**src/design/qte_pkg.sv**
```systemverilog
// shared types, constants and the arctangent table of the euler angle block
package qte_pkg;

  localparam int CORDIC_STEPS = 16;
  localparam int TAB_LEN      = 24;
  localparam int CNT_W        = 5;
  localparam int VEC_W        = 36;
  localparam int ANG_W        = 29;
  localparam int CDEG_W       = 17;
  localparam int ANG_FRAC     = 12;
  localparam int RAD_W        = 57;
  localparam int ROOT_W       = 29;
  localparam int REM_W        = 31;

  typedef logic signed [VEC_W-1:0]  vec_t;
  typedef logic signed [ANG_W-1:0]  ang_t;
  typedef logic signed [CDEG_W-1:0] cdeg_t;

  localparam ang_t ANG_180 = 29'sd73728000;

  typedef struct packed {
    logic busy;
    logic done;
  } unit_stat_t;

  // atan(2^-i) in 1/4096 cdeg
  function automatic ang_t atan_lut(input logic [CNT_W-1:0] idx);
    ang_t v;
    case (idx)
      5'd0:  v = 29'sd18432000;
      5'd1:  v = 29'sd10881045;
      5'd2:  v = 29'sd5749245;
      5'd3:  v = 29'sd2918407;
      5'd4:  v = 29'sd1464867;
      5'd5:  v = 29'sd733147;
      5'd6:  v = 29'sd366663;
      5'd7:  v = 29'sd183343;
      5'd8:  v = 29'sd91673;
      5'd9:  v = 29'sd45837;
      5'd10: v = 29'sd22918;
      5'd11: v = 29'sd11459;
      5'd12: v = 29'sd5730;
      5'd13: v = 29'sd2865;
      5'd14: v = 29'sd1432;
      5'd15: v = 29'sd716;
      5'd16: v = 29'sd358;
      5'd17: v = 29'sd179;
      5'd18: v = 29'sd90;
      5'd19: v = 29'sd45;
      5'd20: v = 29'sd22;
      5'd21: v = 29'sd11;
      5'd22: v = 29'sd6;
      5'd23: v = 29'sd3;
      default: v = '0;
    endcase
    return v;
  endfunction

endpackage

```
**src/design/qte_cordic.sv**
```systemverilog
// vectoring cordic, one rotation per cycle, angle rounded to cdeg
module qte_cordic (
  input  logic              clk,
  input  logic              rst_n,
  input  logic              start,
  input  qte_pkg::vec_t     y_in,
  input  qte_pkg::vec_t     x_in,
  output qte_pkg::cdeg_t    angle,
  output qte_pkg::unit_stat_t stat
);
  import qte_pkg::*;

  vec_t x_r, y_r, x_nxt, y_nxt, dx, dy;
  ang_t z_r, z_nxt;
  logic [CNT_W-1:0] cnt_r;
  logic busy_r, done_r;
  logic signed [ANG_W:0] z_rnd;

  always_comb begin
    dx = x_r >>> cnt_r;
    dy = y_r >>> cnt_r;
    if (y_r[VEC_W-1]) begin
      x_nxt = x_r - dy;
      y_nxt = y_r + dx;
      z_nxt = z_r - atan_lut(cnt_r);
    end else begin
      x_nxt = x_r + dy;
      y_nxt = y_r - dx;
      z_nxt = z_r + atan_lut(cnt_r);
    end
  end

  always_ff @(posedge clk) begin
    if (!rst_n) begin
      busy_r <= 1'b0;
      done_r <= 1'b0;
      cnt_r  <= '0;
    end else begin
      done_r <= 1'b0;
      if (start) begin
        busy_r <= 1'b1;
        cnt_r  <= '0;
      end else if (busy_r) begin
        cnt_r <= cnt_r + 1'b1;
        if (cnt_r == CNT_W'(CORDIC_STEPS - 1)) begin
          busy_r <= 1'b0;
          done_r <= 1'b1;
        end
      end
    end
  end

  always_ff @(posedge clk) begin
    if (start) begin
      // left half plane: pre-rotate by 180 degrees
      if (x_in[VEC_W-1]) begin
        x_r <= -x_in;
        y_r <= -y_in;
        z_r <= y_in[VEC_W-1] ? -ANG_180 : ANG_180;
      end else begin
        x_r <= x_in;
        y_r <= y_in;
        z_r <= '0;
      end
    end else if (busy_r) begin
      x_r <= x_nxt;
      y_r <= y_nxt;
      z_r <= z_nxt;
    end
  end

  assign z_rnd = (ANG_W+1)'(z_r) + (ANG_W+1)'(1 << (ANG_FRAC - 1));
  assign angle = CDEG_W'(z_rnd >>> ANG_FRAC);
  assign stat  = '{busy: busy_r, done: done_r};

endmodule

```
**src/design/qte_isqrt.sv**
```systemverilog
// integer floor square root, two radicand bits per cycle
module qte_isqrt (
  input  logic                      clk,
  input  logic                      rst_n,
  input  logic                      start,
  input  logic [qte_pkg::RAD_W-1:0] n_in,
  output logic [qte_pkg::ROOT_W-1:0] root,
  output qte_pkg::unit_stat_t       stat
);
  import qte_pkg::*;

  logic [2*ROOT_W-1:0] sh_r;
  logic [REM_W-1:0]    rem_r, rem_sh, trial;
  logic [ROOT_W-1:0]   root_r;
  logic [CNT_W-1:0]    cnt_r;
  logic busy_r, done_r;

  assign rem_sh = {rem_r[REM_W-3:0], sh_r[2*ROOT_W-1 -: 2]};
  assign trial  = {root_r, 2'b01};

  always_ff @(posedge clk) begin
    if (!rst_n) begin
      busy_r <= 1'b0;
      done_r <= 1'b0;
      cnt_r  <= '0;
    end else begin
      done_r <= 1'b0;
      if (start) begin
        busy_r <= 1'b1;
        cnt_r  <= '0;
      end else if (busy_r) begin
        cnt_r <= cnt_r + 1'b1;
        if (cnt_r == CNT_W'(ROOT_W - 1)) begin
          busy_r <= 1'b0;
          done_r <= 1'b1;
        end
      end
    end
  end

  always_ff @(posedge clk) begin
    if (start) begin
      sh_r   <= (2*ROOT_W)'(n_in);
      rem_r  <= '0;
      root_r <= '0;
    end else if (busy_r) begin
      sh_r <= {sh_r[2*ROOT_W-3:0], 2'b00};
      if (rem_sh >= trial) begin
        rem_r  <= rem_sh - trial;
        root_r <= {root_r[ROOT_W-2:0], 1'b1};
      end else begin
        rem_r  <= rem_sh;
        root_r <= {root_r[ROOT_W-2:0], 1'b0};
      end
    end
  end

  assign root = root_r;
  assign stat = '{busy: busy_r, done: done_r};

endmodule

```
**src/design/quaternion_to_euler_angles_top.sv**
```systemverilog
// quaternion to roll, pitch and yaw in cdeg on one shared cordic
//
// input channel: in_quat_w/x/y/z, signed q14 (16384 = 1.0), valid/stall.
// output channel: out_roll_cdeg, out_pitch_cdeg, out_yaw_cdeg (yaw offset
// by 180 degrees), valid/stall. one result per input transfer.
// a single 16x16 multiplier builds the ten products in turn, then one
// vectoring cordic (16 rotations each) runs roll, pitch and yaw in turn;
// the pitch root overlaps roll. when a yaw operand is zero the yaw run is
// skipped and yaw repeats its last value; a zero roll operand repeats the
// last roll but saves no time, since the root still runs.
// in_stall is high from the input transfer until the result is loaded into
// the output register, so one item is at work at a time and a new input is
// taken only once the last result is loaded; a result waiting under
// out_stall does not block the next input, but the following result waits
// until the output register is free.
// reset (rst_n low, synchronous) empties the block and sets the held roll
// and yaw to zero.
module quaternion_to_euler_angles_top (
  input  logic               clk,
  input  logic               rst_n,
  input  logic               in_valid,
  output logic               in_stall,
  input  logic signed [15:0] in_quat_w,
  input  logic signed [15:0] in_quat_x,
  input  logic signed [15:0] in_quat_y,
  input  logic signed [15:0] in_quat_z,
  output logic               out_valid,
  input  logic               out_stall,
  output logic signed [15:0] out_roll_cdeg,
  output logic signed [14:0] out_pitch_cdeg,
  output logic        [15:0] out_yaw_cdeg
);
  import qte_pkg::*;

  localparam logic [3:0] S_IDLE     = 4'd0;
  localparam logic [3:0] S_MUL      = 4'd1;
  localparam logic [3:0] S_CLAMP    = 4'd2;
  localparam logic [3:0] S_SQUARE   = 4'd3;
  localparam logic [3:0] S_ROLL_GO  = 4'd4;
  localparam logic [3:0] S_ROLL_W   = 4'd5;
  localparam logic [3:0] S_SQRT_W   = 4'd6;
  localparam logic [3:0] S_PITCH_GO = 4'd7;
  localparam logic [3:0] S_PITCH_W  = 4'd8;
  localparam logic [3:0] S_YAW_GO   = 4'd9;
  localparam logic [3:0] S_YAW_W    = 4'd10;
  localparam logic [3:0] S_OUT      = 4'd11;

  localparam logic [3:0] MUL_LAST = 4'd9;
  localparam logic signed [32:0] HALF_Q28 = 33'sd134217728;
  localparam logic signed [33:0] ONE_Q28  = 34'sd268435456;

  logic [3:0] state_r, state_nxt;
  logic [3:0] mcnt_r;

  logic signed [15:0] qw_r, qx_r, qy_r, qz_r;
  logic signed [15:0] mul_a, mul_b;
  logic signed [31:0] prod;
  logic signed [32:0] prod_x;
  logic signed [32:0] r_ay_r, r_ax_r, arg_r, y_ay_r, y_ax_r;
  logic signed [33:0] arg2;
  logic signed [29:0] argc_r;
  logic        [28:0] argmag;
  logic        [57:0] sq;
  logic [RAD_W-1:0]   n_r;

  logic signed [15:0] held_roll_r;
  logic        [15:0] held_yaw_r;
  logic signed [14:0] pitch_r;
  logic               out_valid_r;
  logic signed [15:0] out_roll_r;
  logic signed [14:0] out_pitch_r;
  logic        [15:0] out_yaw_r;

  logic roll_ok, yaw_ok, in_xfer, out_load;
  logic cor_start, sq_start;
  vec_t cor_y, cor_x;
  cdeg_t cor_angle;
  logic signed [CDEG_W:0] yaw_sum;
  logic [ROOT_W-1:0] root;
  unit_stat_t cor_stat, sq_stat;

  assign in_stall = (state_r != S_IDLE);
  assign in_xfer  = in_valid && !in_stall;
  assign out_load = (state_r == S_OUT) && (!out_valid_r || !out_stall);
  assign roll_ok  = (r_ay_r != '0) && (r_ax_r != '0);
  assign yaw_ok   = (y_ay_r != '0) && (y_ax_r != '0);

  // shared product schedule
  always_comb begin
    case (mcnt_r)
      4'd0:    begin mul_a = qw_r; mul_b = qx_r; end
      4'd1:    begin mul_a = qy_r; mul_b = qz_r; end
      4'd2:    begin mul_a = qx_r; mul_b = qx_r; end
      4'd3:    begin mul_a = qy_r; mul_b = qy_r; end
      4'd4:    begin mul_a = qw_r; mul_b = qy_r; end
      4'd5:    begin mul_a = qx_r; mul_b = qz_r; end
      4'd6:    begin mul_a = qx_r; mul_b = qy_r; end
      4'd7:    begin mul_a = qw_r; mul_b = qz_r; end
      4'd8:    begin mul_a = qy_r; mul_b = qy_r; end
      default: begin mul_a = qz_r; mul_b = qz_r; end
    endcase
  end

  assign prod   = mul_a * mul_b;
  assign prod_x = 33'(prod);
  assign arg2   = {arg_r, 1'b0};
  assign argmag = argc_r[29] ? 29'(-argc_r) : 29'(argc_r);
  assign sq     = argmag * argmag;

  always_comb begin
    state_nxt = state_r;
    unique case (state_r)
      S_IDLE:     if (in_valid) state_nxt = S_MUL;
      S_MUL:      if (mcnt_r == MUL_LAST) state_nxt = S_CLAMP;
      S_CLAMP:    state_nxt = S_SQUARE;
      S_SQUARE:   state_nxt = S_ROLL_GO;
      S_ROLL_GO:  state_nxt = roll_ok ? S_ROLL_W : S_SQRT_W;
      S_ROLL_W:   if (cor_stat.done) state_nxt = S_SQRT_W;
      S_SQRT_W:   if (!sq_stat.busy) state_nxt = S_PITCH_GO;
      S_PITCH_GO: state_nxt = S_PITCH_W;
      S_PITCH_W:  if (cor_stat.done) state_nxt = S_YAW_GO;
      S_YAW_GO:   state_nxt = yaw_ok ? S_YAW_W : S_OUT;
      S_YAW_W:    if (cor_stat.done) state_nxt = S_OUT;
      S_OUT:      if (out_load) state_nxt = S_IDLE;
      default:    state_nxt = S_IDLE;
    endcase
  end

  always_comb begin
    cor_start = 1'b0;
    cor_y = vec_t'(r_ay_r);
    cor_x = vec_t'(r_ax_r);
    unique case (state_r)
      S_ROLL_GO:  cor_start = roll_ok;
      S_PITCH_GO: begin
        cor_start = 1'b1;
        cor_y = vec_t'(argc_r);
        cor_x = vec_t'({1'b0, root});
      end
      S_YAW_GO: begin
        cor_start = yaw_ok;
        cor_y = vec_t'(y_ay_r);
        cor_x = vec_t'(y_ax_r);
      end
      default: cor_start = 1'b0;
    endcase
  end

  assign sq_start = (state_r == S_ROLL_GO);
  assign yaw_sum  = (CDEG_W+1)'(cor_angle) + (CDEG_W+1)'(18000);

  always_ff @(posedge clk) begin
    if (!rst_n) begin
      state_r     <= S_IDLE;
      mcnt_r      <= '0;
      held_roll_r <= '0;
      held_yaw_r  <= '0;
      out_valid_r <= 1'b0;
    end else begin
      state_r <= state_nxt;
      if (state_r == S_MUL) mcnt_r <= mcnt_r + 1'b1;
      else mcnt_r <= '0;
      if (state_r == S_ROLL_W && cor_stat.done) begin
        if (cor_angle > 17'sd18000) held_roll_r <= 16'sd18000;
        else if (cor_angle < -17'sd18000) held_roll_r <= -16'sd18000;
        else held_roll_r <= 16'(cor_angle);
      end
      if (state_r == S_YAW_W && cor_stat.done) begin
        if (yaw_sum < 0) held_yaw_r <= '0;
        else if (yaw_sum > 18'sd36000) held_yaw_r <= 16'd36000;
        else held_yaw_r <= 16'(yaw_sum);
      end
      if (out_load) out_valid_r <= 1'b1;
      else if (!out_stall) out_valid_r <= 1'b0;
    end
  end

  always_ff @(posedge clk) begin
    if (in_xfer) begin
      qw_r <= in_quat_w;
      qx_r <= in_quat_x;
      qy_r <= in_quat_y;
      qz_r <= in_quat_z;
    end
    if (state_r == S_MUL) begin
      case (mcnt_r)
        4'd0:    r_ay_r <= prod_x;
        4'd1:    r_ay_r <= r_ay_r + prod_x;
        4'd2:    r_ax_r <= HALF_Q28 - prod_x;
        4'd3:    r_ax_r <= r_ax_r - prod_x;
        4'd4:    arg_r  <= prod_x;
        4'd5:    arg_r  <= arg_r - prod_x;
        4'd6:    y_ay_r <= prod_x;
        4'd7:    y_ay_r <= y_ay_r + prod_x;
        4'd8:    y_ax_r <= HALF_Q28 - prod_x;
        default: y_ax_r <= y_ax_r - prod_x;
      endcase
    end
    if (state_r == S_CLAMP) begin
      if (arg2 > ONE_Q28) argc_r <= 30'(ONE_Q28);
      else if (arg2 < -ONE_Q28) argc_r <= 30'(-ONE_Q28);
      else argc_r <= 30'(arg2);
    end
    if (state_r == S_SQUARE) n_r <= RAD_W'(58'd1 << 56) - sq[RAD_W-1:0];
    if (state_r == S_PITCH_W && cor_stat.done) begin
      if (cor_angle > 17'sd9000) pitch_r <= 15'sd9000;
      else if (cor_angle < -17'sd9000) pitch_r <= -15'sd9000;
      else pitch_r <= 15'(cor_angle);
    end
    if (out_load) begin
      out_roll_r  <= held_roll_r;
      out_pitch_r <= pitch_r;
      out_yaw_r   <= held_yaw_r;
    end
  end

  qte_cordic u_cordic (
    .clk   (clk),
    .rst_n (rst_n),
    .start (cor_start),
    .y_in  (cor_y),
    .x_in  (cor_x),
    .angle (cor_angle),
    .stat  (cor_stat)
  );

  qte_isqrt u_isqrt (
    .clk   (clk),
    .rst_n (rst_n),
    .start (sq_start),
    .n_in  (n_r),
    .root  (root),
    .stat  (sq_stat)
  );

  assign out_valid      = out_valid_r;
  assign out_roll_cdeg  = out_roll_r;
  assign out_pitch_cdeg = out_pitch_r;
  assign out_yaw_cdeg   = out_yaw_r;

endmodule

```
**config.mk**
```make
export PLATFORM = sky130hd
export DESIGN_NAME = quaternion_to_euler_angles_top
export DESIGN_NICKNAME = d
export VERILOG_FILES = /design/src/design/qte_pkg.sv /design/src/design/qte_cordic.sv /design/src/design/qte_isqrt.sv /design/src/design/quaternion_to_euler_angles_top.sv
export SDC_FILE = /design/constraint.sdc
export NUM_CORES = 2
export LEC_CHECK = 0
export BUFFER_PORTS_ARGS = -buffer_cell sky130_fd_sc_hd__buf_2
export CORE_MARGIN = 8
export CORE_UTILIZATION = 55
export CTS_CLUSTER_DIAMETER = 80
export DETAILED_ROUTE_END_ITERATION = 10
export HOLD_SLACK_MARGIN = 0.02
export PLACE_DENSITY = 0.79
export SLEW_MARGIN = 20
export SYNTH_ARGS = -nofsm -noshare
export SYNTH_HDL_FRONTEND = slang
export SYNTH_SLANG_ARGS = --single-unit
```
**constraint.sdc**
```tcl
create_clock -name clk -period 31.8 [get_ports clk]
set_input_delay 7.95 -clock clk [delete_from_list [all_inputs] [get_ports clk]]
set_output_delay 7.95 -clock clk [all_outputs]
set_load 0.05 [all_outputs]
```
==> impl_metrics.csv <==
group,metric,value,unit
finish,mostFrequentLayoutCells,"inv_1 (1434), nand2_1 (1219), fa_1 (928), nor2_1 (786), ha_1 (607)",
placed_design,dpl_worst_slack,19.67,ns
finish,nets,10900,
sta,finalCriticalPeriod,12.32,ns
finish,final_area,0.0888,mm2
yosys,synth_edf_count,529,
min_path,min_path_type,"flop to flop",
min_path,min_to,"out_pitch_cdeg[11]",
yosys,syn_inst,9302,
yosys,synth_top_area_cell,"fa_1",
drt,vias_per_cell,6.00,
global_routing,grt_max_degree,92,
finish,nFillCells,12700,
critical_path,worstSetupEndpointType,"flop",
finish,area_growth,6.97,%
drt,route.detailed.wl_per_inst,21.2,um
global_routing,grt_usage,29.1,%
finish,layout_commonest_cell,"inv_1",
sta,rsz0062_at_grt,"no",
critical_path,ff2ff_setup_slack,19.48,ns
clock_network,ctsResizeCount,0,
yosys,synth_cell_types,116,
global_routing,grt_pass1_wl,379000,um
clock_network,clock_latency,0.72,ns
critical_path,path_class,"flop to flop",
yosys,syn_area_per_cell,8.93,um2
yosys,async_flop_share,0,%
placed_design,portBuffers,116,
sta,fin_setup_tns,0,ns
critical_path,crit_path_max_fanout,40,
sta,slew_headroom,27.0,%
yosys,seq_area_frac_synth,22.5,%
yosys,synth_area_leaders,"fa_1 (22%), edfxtp_1 (19%), ha_1 (9.1%)",
floorplanning,die_h,405,um
sta,slew_violations,0,
drt,wl,240000,um
global_routing,grt_pass1_vias,69600,
sta,clock_skew,0.0447,ns
placed_design,hpwl,188000,um
floorplanning,start_util,55.4,%
clock_network,hold_buffers,0,
critical_path,reg2regPathDepth,44,
drt,dr.first_iter.drc_count,7263,
yosys,syn_nets,10900,
clock_network,ctsLongestPathBuffers,3,
critical_path,startpoint_type,"flop",
critical_path,reg2reg_from,"mcnt_r[0]",
sta,tightest_slew,1.09,ns
sta,fin_ws,19.48,ns
floorplanning,io_pins,117,
clock_network,post_cts_buffers,0,
placed_design,gp_congestion,1.00,
clock_network,cts_root_buf,"clkbuf_16",
sta,hold_violations,0,
min_path,holdPathStages,0,
critical_path,arrival,12.76,ns
clock_network,clk_pin_slew_worst_paths,0.06,ns
sta,fmax,0.0812,GHz
finish,layout-drive-gt1-share,6.53,%
clock_network,htreeDepth,3,
drt,drc,0,
floorplanning,core_area,0.150,mm2
critical_path,crit_path_top_delay_cell,"nand3_1",
sta,setup_viol,0,
yosys,yosysWarnings,0,
sta,period_share,38.7,%
global_routing,grt-ovfl-total,0,
yosys,yosysTopAreaCellShare,22.4,%
yosys,synthFlopType,"edfxtp_1",
placed_design,postPlaceCellArea,0.0860,mm2
drt,vias,68200,
floorplanning,die_area,0.164,mm2
floorplanning,die_w,405,um
critical_path,rr_endpoint,"arg_r[32]",
clock_network,numCtsBuffers,81,
run_status,outcome,"finished clean",
clock_network,cts.sink_count,667,
yosys,netlist_area,0.0831,mm2
clock_network,cts_tree,"built",
min_path,min_from,"pitch_r[11]",
critical_path,cp.required,32.24,ns
critical_path,max_stage_delay,0.75,ns
global_routing,antenna_found_initial,1,
drt,firstDrtPassIters,8,
drt,final_antenna_net_count,0,
flow_run,maxCapViolCount,0,
yosys,synth_seq_cells,667,
floorplanning,fp-row-count,142,
[metrics by stage]
step | hold slack (ns) | utilization, % | cells
global placement | 0.406 | 57.3 | 11200
floorplan | 0.400 | - | 9302
finish | 0.416 | 59.2 | 11400
CTS | 0.418 | 59.2 | 11400
global route | 0.427 | 59.2 | 11400
detailed placement | 0.405 | 57.4 | 11200
[final cells by class]
type	count	area, um2	area share, %
repair buffers	247	1570	1.77
clock inverters	50	621	0.699
inverters	1456	5470	6.15
well taps	2016	2520	2.84
diodes	1	2.50	0.00282
flip-flops and latches	667	18700	21.0
clock buffers	100	2180	2.45
multi-input cells	6828	57800	65.1
[cells by family after synthesis]
group / share of synthesized area (%)
AND/OR/NAND/NOR: 14.7
buffers and inverters: 8.29
AO/OA/AOI/OAI: 13.2
adder cells (fa/ha/maj): 31.7
flip-flops: 22.5
XOR/XNOR: 6.35
multiplexers: 3.24
other: 0.00452
[how the worst max path moves through the flow]
stage	start	end	slack, ns
floorplan	out_stall	out_pitch_cdeg[0]	21.06
global placement	mcnt_r[3]	arg_r[31]	19.87
detailed placement	mcnt_r[0]	y_ax_r[32]	19.67
CTS	mcnt_r[0]	y_ax_r[32]	19.65
global route	mcnt_r[1]	arg_r[31]	18.71
finish	mcnt_r[0]	arg_r[32]	19.48
[sequential cells by signal, summed over array words and instances (netlist names), 33 cells and up, named ones only]
| register | cells |
|---|---|
| u_isqrt.sh_r | 55 |
| n_r | 54 |
| u_cordic.x_r | 36 |
| u_cordic.y_r | 36 |
| arg_r | 33 |
| r_ax_r | 33 |
| r_ay_r | 33 |
| y_ax_r | 33 |
| y_ay_r | 33 |
[worst max-delay path: cells and delay by family (launching register included)]
kind | cells | cell delay, ns
compound gates | 14 | 3.48
xor+xnor | 2 | 0.30
fa+ha+maj | 9 | 4.10
buf+inv | 8 | 1.05
flops | 1 | 0.41
simple gates | 11 | 2.73
[cell usage after synthesis (73+ instances only)]
| library cell | number |
|---|---|
| a21o_1 | 151 |
| a21oi_1 | 443 |
| a31oi_1 | 73 |
| clkbuf_1 | 280 |
| dfxtp_1 | 138 |
| edfxtp_1 | 529 |
| fa_1 | 928 |
| ha_1 | 607 |
| inv_1 | 1435 |
| mux2i_1 | 94 |
| nand2_1 | 1222 |
| nand3_1 | 93 |
| nor2_1 | 795 |
| nor2b_1 | 98 |
| nor3_1 | 128 |
| o21ai_0 | 471 |
| xnor2_1 | 377 |
| xor2_1 | 213 |
[metal layers]
| metal | routed length [um] | part of all wire, % | global-route usage, % |
|---|---|---|---|
| met1 | 91000 | 38 | 36.7 |
| met2 | 110000 | 46 | 47.3 |
| met3 | 24100 | 10 | 5.94 |
| met4 | 14900 | 6.2 | 15.4 |
| met5 | 0 | 0 | 0 |
Power is not shown: default switching activity piles up to over one toggle a cycle in this logic, so the estimate is an artifact.
